**src/sv/crc8_packet_receiver_with_ring_defines.svh**
```systemverilog
// Assertion macros for the CRC-8 packet receiver.
// Depends on nothing; the including module supplies clk_i and rst_ni.
`ifndef CRC8_PACKET_RECEIVER_WITH_RING_DEFINES_SVH
`define CRC8_PACKET_RECEIVER_WITH_RING_DEFINES_SVH

`ifndef NO_ASSERTIONS
`define CPR_ASSERT(lbl, prop) \
  lbl: assert property (@(posedge clk_i) disable iff (!rst_ni) prop) \
    else $error("cpr assertion failed");
`define CPR_ASSERT_RST(lbl, prop) \
  lbl: assert property (@(posedge clk_i) prop) \
    else $error("cpr assertion failed");
`else
`define CPR_ASSERT(lbl, prop)
`define CPR_ASSERT_RST(lbl, prop)
`endif

`endif

```
**src/sv/cpr_pkg.sv**
```systemverilog
// Types, constants and helper functions of the CRC-8 packet receiver.
// Depends on nothing; used by crc8_packet_receiver_with_ring.
package cpr_pkg;

  localparam int RING_DEPTH = 10;
  localparam int DATA_MAX   = 16;

  localparam int SLOT_BYTES = DATA_MAX + 3;
  localparam int NUM_SLOTS  = RING_DEPTH + 1;
  localparam int MEM_DEPTH  = NUM_SLOTS * SLOT_BYTES;

  localparam int SLOT_W = $clog2(NUM_SLOTS);
  localparam int CNT_W  = $clog2(RING_DEPTH + 1);
  localparam int OFF_W  = $clog2(SLOT_BYTES);
  localparam int ADDR_W = $clog2(MEM_DEPTH);

  typedef logic [SLOT_W-1:0] slot_t;
  typedef logic [CNT_W-1:0]  cnt_t;
  typedef logic [OFF_W-1:0]  off_t;
  typedef logic [ADDR_W-1:0] addr_t;

  localparam off_t OFF_ID   = off_t'(0);
  localparam off_t OFF_LEN  = off_t'(1);
  localparam off_t OFF_CRC  = off_t'(2);
  localparam off_t OFF_DATA = off_t'(3);

  localparam logic [7:0] CRC_POLY    = 8'h07;
  localparam logic [7:0] CRC_ACK     = 8'h15;
  localparam logic [7:0] CRC_RETX    = 8'h12;
  localparam logic [7:0] CRC_GIVEUP  = 8'hE6;
  localparam logic [7:0] CODE_ACK    = 8'h00;
  localparam logic [7:0] CODE_RETX   = 8'h01;
  localparam logic [7:0] CODE_GIVEUP = 8'hFF;
  localparam logic [7:0] CTL_LEN     = 8'h01;

  localparam logic [1:0] KIND_TX    = 2'd0;
  localparam logic [1:0] KIND_POP   = 2'd1;
  localparam logic [1:0] KIND_EMPTY = 2'd2;

  typedef enum logic [1:0] {
    ST_IDLE,
    ST_REPLY,
    ST_POP,
    ST_EMPTY
  } state_e;

  typedef enum logic [1:0] {
    PH_ID,
    PH_LEN,
    PH_DATA,
    PH_CRC
  } phase_e;

  typedef enum logic [1:0] {
    LR_NONE,
    LR_ACK,
    LR_GIVEUP
  } last_e;

  typedef enum logic [1:0] {
    RP_ACK,
    RP_RETX,
    RP_GIVEUP,
    RP_ZERO
  } reply_e;

  function automatic logic [7:0] crc8_update(logic [7:0] crc, logic [7:0] b);
    logic [7:0] c;
    c = crc ^ b;
    for (int k = 0; k < 8; k++) begin
      c = c[7] ? ((c << 1) ^ CRC_POLY) : (c << 1);
    end
    return c;
  endfunction

  function automatic slot_t slot_inc(slot_t s);
    return (s == slot_t'(NUM_SLOTS - 1)) ? '0 : slot_t'(s + slot_t'(1));
  endfunction

  function automatic logic [7:0] reply_byte(reply_e r, logic [1:0] idx);
    logic [7:0] v;
    v = 8'h00;
    unique case (idx)
      2'd0: v = 8'h00;
      2'd1: v = (r == RP_ZERO) ? 8'h00 : CTL_LEN;
      2'd2: begin
        unique case (r)
          RP_ACK:    v = CODE_ACK;
          RP_RETX:   v = CODE_RETX;
          RP_GIVEUP: v = CODE_GIVEUP;
          RP_ZERO:   v = 8'h00;
        endcase
      end
      2'd3: begin
        unique case (r)
          RP_ACK:    v = CRC_ACK;
          RP_RETX:   v = CRC_RETX;
          RP_GIVEUP: v = CRC_GIVEUP;
          RP_ZERO:   v = 8'h00;
        endcase
      end
    endcase
    return v;
  endfunction

endpackage

```
**src/sv/crc8_packet_receiver_with_ring.sv**
```systemverilog
// Top level of the CRC-8 framed packet receiver with its ring of packets.
// Depends on cpr_pkg and crc8_packet_receiver_with_ring_defines.svh.
//
// Input words carry func_i and rx_byte_i. A line byte (func_i low) is taken
// while the block is idle; the closing CRC byte of a frame starts a reply of
// three or four words, unless it closes a valid ack control frame, which is
// dropped. Reply words are sent one per cycle while out_ready_i is high.
// A pop (func_i high) returns the oldest stored packet, id, length, data and
// CRC, or a single ring-empty word. Popped words are read through the one
// read port of the packet memory, and the data words and CRC wait for the
// stored length byte. out_last_o marks the final word of each item. A new
// input word is taken as soon as the previous item's last word sits in the
// output register. When the receiver stalls, the output register holds its
// word and the block waits. Reset empties the ring, clears the frame state
// and the retry count and sets max_retries to five; the packet memory is not
// cleared. max_retries is written through the APB port.
`include "crc8_packet_receiver_with_ring_defines.svh"

module crc8_packet_receiver_with_ring (
  input  logic        clk_i,
  input  logic        rst_ni,
  input  logic        in_valid_i,
  output logic        in_ready_o,
  input  logic        func_i,
  input  logic [7:0]  rx_byte_i,
  output logic        out_valid_o,
  input  logic        out_ready_i,
  output logic [1:0]  out_kind_o,
  output logic [7:0]  out_byte_o,
  output logic        out_last_o,
  input  logic        psel,
  input  logic        penable,
  input  logic        pwrite,
  input  logic [2:0]  paddr,
  input  logic [31:0] pwdata,
  output logic [31:0] prdata,
  output logic        pready
);

  cpr_pkg::state_e st_q, st_d;
  cpr_pkg::phase_e phase_q, phase_d;
  cpr_pkg::last_e  last_q, last_d;
  cpr_pkg::reply_e reply_q, reply_d;
  logic [7:0]      id_q, id_d;
  logic [7:0]      len_q, len_d;
  logic [7:0]      dc_q, dc_d;
  logic [7:0]      crc_q, crc_d;
  logic [7:0]      data0_q, data0_d;
  logic [7:0]      retry_q, retry_d;
  logic [7:0]      maxr_q, maxr_d;
  logic [1:0]      rcnt_q, rcnt_d;
  cpr_pkg::slot_t  head_q, head_d;
  cpr_pkg::slot_t  tail_q, tail_d;
  cpr_pkg::slot_t  rslot_q, rslot_d;
  cpr_pkg::cnt_t   cnt_q, cnt_d;
  cpr_pkg::off_t   pos_q, pos_d;
  cpr_pkg::off_t   lastpos_q, lastpos_d;
  logic            len_ok_q, len_ok_d;
  logic            len_wait_q, len_wait_d;
  logic            issued_all_q, issued_all_d;
  logic            pend_q, pend_d;
  logic            pend_last_q, pend_last_d;
  logic            out_valid_q, out_valid_d;
  logic [1:0]      out_kind_q, out_kind_d;
  logic [7:0]      out_byte_q, out_byte_d;
  logic            out_last_q, out_last_d;

  logic [7:0]      mem_q [cpr_pkg::MEM_DEPTH];
  logic [7:0]      rdata_q;

  logic            we, re, ld_out, in_acc, out_free, move, reply_end, cfg_wr, last_issue;
  cpr_pkg::off_t   woff, roff;
  cpr_pkg::addr_t  waddr, raddr;
  logic [7:0]      crc_next, keep;

  assign in_ready_o  = (st_q == cpr_pkg::ST_IDLE);
  assign out_valid_o = out_valid_q;
  assign out_kind_o  = out_kind_q;
  assign out_byte_o  = out_byte_q;
  assign out_last_o  = out_last_q;
  assign pready      = 1'b1;
  assign prdata      = paddr[2] ? 32'h0 : {24'h0, maxr_q};
  assign cfg_wr      = psel && penable && pwrite && !paddr[2];

  assign in_acc   = in_valid_i && in_ready_o;
  assign out_free = !out_valid_q || out_ready_i;
  assign move     = pend_q && out_free;
  assign crc_next = cpr_pkg::crc8_update((phase_q == cpr_pkg::PH_ID) ? 8'h00 : crc_q,
                                         rx_byte_i);
  assign keep     = ({1'b0, rdata_q} < 9'(cpr_pkg::DATA_MAX)) ? rdata_q
                                                               : 8'(cpr_pkg::DATA_MAX);
  assign reply_end  = (rcnt_q == 2'd3) || (reply_q == cpr_pkg::RP_ZERO && rcnt_q == 2'd2);
  assign last_issue = len_ok_q && (pos_q == lastpos_q);

  assign waddr = cpr_pkg::addr_t'(cpr_pkg::addr_t'(head_q)
                 * cpr_pkg::addr_t'(cpr_pkg::SLOT_BYTES)) + cpr_pkg::addr_t'(woff);
  assign raddr = cpr_pkg::addr_t'(cpr_pkg::addr_t'(rslot_q)
                 * cpr_pkg::addr_t'(cpr_pkg::SLOT_BYTES)) + cpr_pkg::addr_t'(roff);

  always_comb begin
    st_d         = st_q;
    phase_d      = phase_q;
    last_d       = last_q;
    reply_d      = reply_q;
    id_d         = id_q;
    len_d        = len_q;
    dc_d         = dc_q;
    crc_d        = crc_q;
    data0_d      = data0_q;
    retry_d      = retry_q;
    maxr_d       = maxr_q;
    rcnt_d       = rcnt_q;
    head_d       = head_q;
    tail_d       = tail_q;
    rslot_d      = rslot_q;
    cnt_d        = cnt_q;
    pos_d        = pos_q;
    lastpos_d    = lastpos_q;
    len_ok_d     = len_ok_q;
    len_wait_d   = len_wait_q;
    issued_all_d = issued_all_q;
    pend_d       = pend_q;
    pend_last_d  = pend_last_q;
    out_valid_d  = out_valid_q && !out_ready_i;
    out_kind_d   = out_kind_q;
    out_byte_d   = out_byte_q;
    out_last_d   = out_last_q;
    we           = 1'b0;
    re           = 1'b0;
    ld_out       = 1'b0;
    woff         = cpr_pkg::OFF_ID;
    roff         = cpr_pkg::OFF_ID;

    unique case (st_q)
      cpr_pkg::ST_IDLE: begin
        if (in_acc && func_i) begin
          if (cnt_q == '0) begin
            st_d = cpr_pkg::ST_EMPTY;
          end else begin
            rslot_d      = tail_q;
            tail_d       = cpr_pkg::slot_inc(tail_q);
            cnt_d        = cpr_pkg::cnt_t'(cnt_q - cpr_pkg::cnt_t'(1));
            pos_d        = '0;
            len_ok_d     = 1'b0;
            len_wait_d   = 1'b0;
            issued_all_d = 1'b0;
            st_d         = cpr_pkg::ST_POP;
          end
        end else if (in_acc) begin
          unique case (phase_q)
            cpr_pkg::PH_ID: begin
              id_d    = rx_byte_i;
              crc_d   = crc_next;
              we      = 1'b1;
              woff    = cpr_pkg::OFF_ID;
              phase_d = cpr_pkg::PH_LEN;
            end
            cpr_pkg::PH_LEN: begin
              len_d   = rx_byte_i;
              crc_d   = crc_next;
              dc_d    = '0;
              we      = 1'b1;
              woff    = cpr_pkg::OFF_LEN;
              phase_d = (rx_byte_i == 8'h00) ? cpr_pkg::PH_CRC : cpr_pkg::PH_DATA;
            end
            cpr_pkg::PH_DATA: begin
              if ({1'b0, dc_q} < 9'(cpr_pkg::DATA_MAX)) begin
                we   = 1'b1;
                woff = cpr_pkg::off_t'(cpr_pkg::off_t'(dc_q) + cpr_pkg::OFF_DATA);
              end
              if (dc_q == 8'h00) begin
                data0_d = rx_byte_i;
              end
              crc_d = crc_next;
              dc_d  = 8'(dc_q + 8'd1);
              if ((9'(dc_q) + 9'd1) >= {1'b0, len_q}) begin
                phase_d = cpr_pkg::PH_CRC;
              end
            end
            cpr_pkg::PH_CRC: begin
              phase_d = cpr_pkg::PH_ID;
              rcnt_d  = 2'd0;
              if (rx_byte_i == crc_q) begin
                if (id_q == 8'h00 && len_q == cpr_pkg::CTL_LEN
                    && data0_q == cpr_pkg::CODE_ACK) begin
                  st_d = cpr_pkg::ST_IDLE;
                end else if (id_q == 8'h00 && len_q == cpr_pkg::CTL_LEN
                             && data0_q == cpr_pkg::CODE_RETX) begin
                  st_d = cpr_pkg::ST_REPLY;
                  if (last_q == cpr_pkg::LR_ACK) begin
                    reply_d = cpr_pkg::RP_ACK;
                  end else if (last_q == cpr_pkg::LR_GIVEUP) begin
                    reply_d = cpr_pkg::RP_GIVEUP;
                  end else begin
                    reply_d = cpr_pkg::RP_ZERO;
                  end
                end else begin
                  we   = 1'b1;
                  woff = cpr_pkg::OFF_CRC;
                  if (cnt_q == cpr_pkg::cnt_t'(cpr_pkg::RING_DEPTH)) begin
                    tail_d = cpr_pkg::slot_inc(tail_q);
                  end else begin
                    cnt_d = cpr_pkg::cnt_t'(cnt_q + cpr_pkg::cnt_t'(1));
                  end
                  head_d  = cpr_pkg::slot_inc(head_q);
                  last_d  = cpr_pkg::LR_ACK;
                  reply_d = cpr_pkg::RP_ACK;
                  st_d    = cpr_pkg::ST_REPLY;
                end
              end else if (retry_q < maxr_q) begin
                retry_d = 8'(retry_q + 8'd1);
                reply_d = cpr_pkg::RP_RETX;
                st_d    = cpr_pkg::ST_REPLY;
              end else begin
                retry_d = '0;
                last_d  = cpr_pkg::LR_GIVEUP;
                reply_d = cpr_pkg::RP_GIVEUP;
                st_d    = cpr_pkg::ST_REPLY;
              end
            end
          endcase
        end
      end
      cpr_pkg::ST_REPLY: begin
        if (out_free) begin
          ld_out     = 1'b1;
          out_kind_d = cpr_pkg::KIND_TX;
          out_byte_d = cpr_pkg::reply_byte(reply_q, rcnt_q);
          out_last_d = reply_end;
          rcnt_d     = 2'(rcnt_q + 2'd1);
          if (reply_end) begin
            st_d = cpr_pkg::ST_IDLE;
          end
        end
      end
      cpr_pkg::ST_EMPTY: begin
        if (out_free) begin
          ld_out     = 1'b1;
          out_kind_d = cpr_pkg::KIND_EMPTY;
          out_byte_d = 8'h00;
          out_last_d = 1'b1;
          st_d       = cpr_pkg::ST_IDLE;
        end
      end
      cpr_pkg::ST_POP: begin
        if (len_wait_q) begin
          len_wait_d = 1'b0;
          len_ok_d   = 1'b1;
          lastpos_d  = cpr_pkg::off_t'(cpr_pkg::off_t'(keep) + cpr_pkg::off_t'(2));
        end
        if (move) begin
          ld_out     = 1'b1;
          out_kind_d = cpr_pkg::KIND_POP;
          out_byte_d = rdata_q;
          out_last_d = pend_last_q;
          pend_d     = 1'b0;
          if (pend_last_q) begin
            st_d = cpr_pkg::ST_IDLE;
          end
        end
        if (!issued_all_q && (pos_q < cpr_pkg::off_t'(2) || len_ok_q)
            && (!pend_q || move)) begin
          re          = 1'b1;
          pend_d      = 1'b1;
          pend_last_d = last_issue;
          pos_d       = cpr_pkg::off_t'(pos_q + cpr_pkg::off_t'(1));
          if (pos_q == cpr_pkg::OFF_ID) begin
            roff = cpr_pkg::OFF_ID;
          end else if (pos_q == cpr_pkg::OFF_LEN) begin
            roff       = cpr_pkg::OFF_LEN;
            len_wait_d = 1'b1;
          end else if (last_issue) begin
            roff         = cpr_pkg::OFF_CRC;
            issued_all_d = 1'b1;
          end else begin
            roff = cpr_pkg::off_t'(pos_q + cpr_pkg::off_t'(1));
          end
        end
      end
    endcase

    if (ld_out) begin
      out_valid_d = 1'b1;
    end
    if (cfg_wr) begin
      maxr_d = pwdata[7:0];
    end
  end

  always_ff @(posedge clk_i or negedge rst_ni) begin
    if (!rst_ni) begin
      st_q         <= cpr_pkg::ST_IDLE;
      phase_q      <= cpr_pkg::PH_ID;
      last_q       <= cpr_pkg::LR_NONE;
      reply_q      <= cpr_pkg::RP_ACK;
      id_q         <= '0;
      len_q        <= '0;
      dc_q         <= '0;
      crc_q        <= '0;
      data0_q      <= '0;
      retry_q      <= '0;
      maxr_q       <= 8'd5;
      rcnt_q       <= '0;
      head_q       <= '0;
      tail_q       <= '0;
      rslot_q      <= '0;
      cnt_q        <= '0;
      pos_q        <= '0;
      lastpos_q    <= '0;
      len_ok_q     <= 1'b0;
      len_wait_q   <= 1'b0;
      issued_all_q <= 1'b0;
      pend_q       <= 1'b0;
      pend_last_q  <= 1'b0;
      out_valid_q  <= 1'b0;
      out_kind_q   <= '0;
      out_byte_q   <= '0;
      out_last_q   <= 1'b0;
    end else begin
      st_q         <= st_d;
      phase_q      <= phase_d;
      last_q       <= last_d;
      reply_q      <= reply_d;
      id_q         <= id_d;
      len_q        <= len_d;
      dc_q         <= dc_d;
      crc_q        <= crc_d;
      data0_q      <= data0_d;
      retry_q      <= retry_d;
      maxr_q       <= maxr_d;
      rcnt_q       <= rcnt_d;
      head_q       <= head_d;
      tail_q       <= tail_d;
      rslot_q      <= rslot_d;
      cnt_q        <= cnt_d;
      pos_q        <= pos_d;
      lastpos_q    <= lastpos_d;
      len_ok_q     <= len_ok_d;
      len_wait_q   <= len_wait_d;
      issued_all_q <= issued_all_d;
      pend_q       <= pend_d;
      pend_last_q  <= pend_last_d;
      out_valid_q  <= out_valid_d;
      out_kind_q   <= out_kind_d;
      out_byte_q   <= out_byte_d;
      out_last_q   <= out_last_d;
    end
  end

  always_ff @(posedge clk_i) begin
    if (we) begin
      mem_q[waddr] <= rx_byte_i;
    end
    if (re) begin
      rdata_q <= mem_q[raddr];
    end
  end

  `CPR_ASSERT_RST(a_cnt_bound, !rst_ni || (cnt_q <= cpr_pkg::cnt_t'(cpr_pkg::RING_DEPTH)))
  `CPR_ASSERT(a_head_tail, (cnt_q == '0) == (head_q == tail_q))
  `CPR_ASSERT(a_out_free, ld_out |-> (!out_valid_q || out_ready_i))
  `CPR_ASSERT(a_pend_pop, pend_q |-> (st_q == cpr_pkg::ST_POP))
  `CPR_ASSERT(a_mem_port, !(we && re))

endmodule

```
**config.mk**
```make
export PLATFORM = sky130hd
export DESIGN_NAME = crc8_packet_receiver_with_ring
export DESIGN_NICKNAME = d
export VERILOG_FILES = /design/src/sv/cpr_pkg.sv /design/src/sv/crc8_packet_receiver_with_ring.sv
export VERILOG_INCLUDE_DIRS = /design/src /design/src/sv
export SDC_FILE = /design/constraint.sdc
export NUM_CORES = 2
export LEC_CHECK = 0
export BUFFER_PORTS_ARGS = -buffer_cell sky130_fd_sc_hd__buf_4
export CAP_MARGIN = 5
export CORE_ASPECT_RATIO = 0.75
export CORE_UTILIZATION = 41
export CTS_BUF_LIST = sky130_fd_sc_hd__clkbuf_2
export CTS_CLUSTER_DIAMETER = 200
export DETAILED_ROUTE_END_ITERATION = 10
export PLACE_DENSITY = 0.65
export SYNTH_ARGS = -nofsm -noshare
export SYNTH_HDL_FRONTEND = slang
export SYNTH_SLANG_ARGS = --single-unit
```
**constraint.sdc**
```tcl
create_clock -name clk_i -period 6.2 [get_ports clk_i]
set_input_delay 0.62 -clock clk_i [delete_from_list [all_inputs] [get_ports clk_i]]
set_output_delay 0.62 -clock clk_i [all_outputs]
set_load 0.02 [all_outputs]
```
==> impl_metrics.tcl <==
set metrics [dict create \
    final_nets 4519 \
    area_growth_pct 12.4 \
    final_layout_size_suffix_gt1_frac 0.321 \
    grt_pass1_vias 39000 \
    ys_top_cells_by_area "edfxtp_1, mux4_2, dfrtp_1, nand2_1, nor2_1" \
    p_per_area_nw_per_um2 357 \
    fmax_mhz 168 \
    avgSynthCellArea_um2 19.0 \
    synth_edf_count 1680 \
    drtAntennaViolNets 0 \
    multi_input_area_um2 18200 \
    setup_ws_ns 0.232 \
    largest-register "mem_q" \
    h-tree-depth 5 \
    synth_top_cell_area_share 0.696 \
    peakVddDrop_uv 236 \
    dieArea_um2 179000 \
    fp.dieH_um 366 \
    combPwrFrac 0.275 \
    critPathTopFamily "simple AND/OR/NAND/NOR gates" \
    grt_pass1_wl_mm 265 \
    grt_util_all_layers 0.203 \
    clk_pin_slew_ns 0.14 \
    seq_area_frac_synth 0.734 \
    tightest_slew_ns 1.17 \
    arrival_ns 7.26 \
    drtIter0Drc 4876 \
    instances_no_fill 7056 \
    io_buffer_count 45 \
    pin_count 97 \
    intPower_mw 19.5 \
    synth-seq-cells 1789 \
    start_util 0.413 \
    postSynthCellCount 3816 \
    drc 0 \
    drt-total-wl_mm 181 \
    setup_viol 0 \
    post-cts-setup-buffer-count 0 \
    worstSetupEndpoint "mem_q[109][4]" \
    regToRegSetupSlack_ns 0.23 \
    max_slew_margin 0.219 \
    reg2reg_depth 17 \
    startpoint "crc_q[4]" \
    gr-total-overflow 0 \
    yosys_warnings 0 \
    synth_top_cell_by_area "edfxtp_1" \
    status "complete, no violations" \
    gp_congestion 0.854 \
    netlist_area_um2 72500 \
    critPathMaxStageDelay_ns 0.71 \
    critical_path_class "flop to flop" \
    n_fill_cell 15100 \
    wl_met3_mm 18.6 \
    clockBufferDepth 4 \
    clock_latency_ns 1.83 \
    path_buf_inv 0 \
    setup.worst_path.end_class "flop" \
    critical_path_depth 17 \
    dr_total_vias 38900 \
    avgRoutedWirePerCell_um 25.6 \
    cts.sinks 1789 \
    critPathMaxFanout 16 \
    drt-pass1-iter-count 6 \
    maxCapViolCount 0 \
    regArea_um2 53200 \
    cts-root-buf "clkbuf_2" \
    highest_layer "met5" \
    synth_async_sr_flop_share 0.0609 \
    numCtsBuffers 413 \
    final.setup.tns_ns 0 \
    reg2reg_to "mem_q[109][4]" \
    met2_length_mm 78.7 \
    leakagePower_nw 27.1 \
    rsz0062_at_grt "true" \
    via_per_inst 5.51 \
    ys.flop_type "edfxtp_1" \
    critPathRequiredTime_ns 7.49 \
    yosys.cell_types.count 71 \
    p_clk_frac 0.252 \
    post-place-ws_ns -0.0994 \
    p_sw_mw 9.64 \
    rr_startpoint "crc_q[4]" \
    min_period_ns 5.97 \
    grt_start_max_net_pins 161 \
    switching_share 0.331 \
    largest_register_ffs 1672 \
    hold_depth 3 \
    period_share 0.963 \
    cts_tree "done" \
    coreArea_um2 175000 \
    crit_chain "xnor2_1 > nand4_1 > nor2_4 > nand3b_1 > o21a_1 > nor3_1 > ha_1 > ha_1 > fa_1 > a21o_1 > a21oi_1 > o21bai_1 > a21oi_1 > xnor2_1 > nor2b_1 > nand2_1 > nor2_2" \
    dp.cells 6279 \
    slowest_stage "dfrtp_1" \
    final_hold_viol_count 0 \
    die_w_um 488 \
    dp_hpwl_mm 111 \
    drv_slew 0 \
    rows 133 \
    timing.critical_path.from_type "flop" \
    antenna_found_initial 13 \
    skew_ns 0.206 \
    hold_class "input pin to flop" \
    met1_length_mm 80.6 \
    sequentialPowerShare 0.474 \
]
## through the flow
stage	util	hold WS, ns	power, mW	instance area (um2)
floorplan	-	0.324	18.9	72600
global placement	0.440	0.466	21.9	77200
detailed placement	0.440	0.472	21.9	77200
CTS	0.464	0.0544	29.2	81300
global route	0.464	0.169	30.4	81500
finish	0.464	0.268	29.1	81500
## how the worst min path moves through the flow
stage	to	from
after floorplan	cnt_q[0]	rst_ni
after global placement	out_byte_o[4]	out_byte_o[4]
after detailed placement	out_kind_o[0]	out_kind_o[0]
after CTS	mem_q[192][0]	rx_byte_i[0]
after global routing	mem_q[72][0]	rx_byte_i[0]
final	mem_q[72][0]	rx_byte_i[0]
## cell type report
type,count,area share
antenna,4,0.000123
clock buffer,624,0.0383
clock inverter,92,0.00522
inverter,62,0.00286
multi-input combinational,1760,0.224
sequential,1789,0.653
tap,2362,0.0363
timing repair buffer,363,0.0405
## what timing repair did
item,in CTS,in global routing
gates cloned,0,0
endpoints found under the hold margin,1632,0
endpoints found under the setup margin,9,796
resized for setup,4,46
hold buffers,56,0
## Yosys cell counts (all sizes together), types with 49 or more instances
| master | instances |
|---|---|
| inv | 61 |
| mux2i | 49 |
| ha | 72 |
| clkbuf | 110 |
| buf | 118 |
| edfxtp | 1680 |
| o21ai | 102 |
| dfrtp | 107 |
| nor2 | 268 |
| mux4 | 447 |
| nand2 | 272 |
| nand3 | 74 |
## per-layer routing
| layer | track usage | vias up |
|---|---|---|
| li1 | - | 16700 |
| met1 | 0.312 | 20100 |
| met2 | 0.285 | 1870 |
| met3 | 0.0518 | 224 |
| met4 | 0.0573 | 2 |
| met5 | 0 | - |
## worst reg2reg max path, cell delays in order (launching register included)
cell      delay [ns]
dfrtp_1         0.71
xnor2_1         0.20
nand4_1         0.28
nor2_4          0.44
nand3b_1        0.22
o21a_1          0.15
nor3_1          0.16
ha_1            0.27
ha_1            0.22
fa_1            0.46
a21o_1          0.17
a21oi_1         0.21
o21bai_1        0.09
a21oi_1         0.17
xnor2_1         0.21
nor2b_1         0.30
nand2_1         0.60
nor2_2          0.66
## cell usage in the layout, fill, tap and decap left out, types with 61 or more instances in the layout
cell type	count
buf_4	269
clkbuf_2	624
clkinv_1	72
dfrtp_1	106
edfxtp_1	1680
ha_1	70
inv_1	61
mux4_2	447
nand2_1	267
nand3_1	74
nor2_1	225
o21ai_0	83
## power groups by stage
| stage | registers [mW] | logic, mW | clock network [mW] |
|---|---|---|---|
| 3_3_place_gp | 14.1 | 7.81 | 0 |
| 6_report | 13.8 | 7.99 | 7.32 |
| 4_1_cts | 13.8 | 7.95 | 7.51 |
| 2_1_floorplan | 13.9 | 4.96 | 0 |
| 3_5_place_dp | 14.1 | 7.88 | 0 |
| 5_1_grt | 13.8 | 8.48 | 8.10 |
## kinds of logic after synthesis
group / after synthesis / share of synthesized area
buf+inv: 290 / 0.0188
simple gates: 753 / 0.0454
xor+xnor: 64 / 0.00784
flops: 1789 / 0.734
mux: 538 / 0.152
compound gates: 301 / 0.0278
other cells: 2 / 0.000104
fa+ha+maj: 79 / 0.0144
No activity file was read; power rests on OpenSTA's default activity.
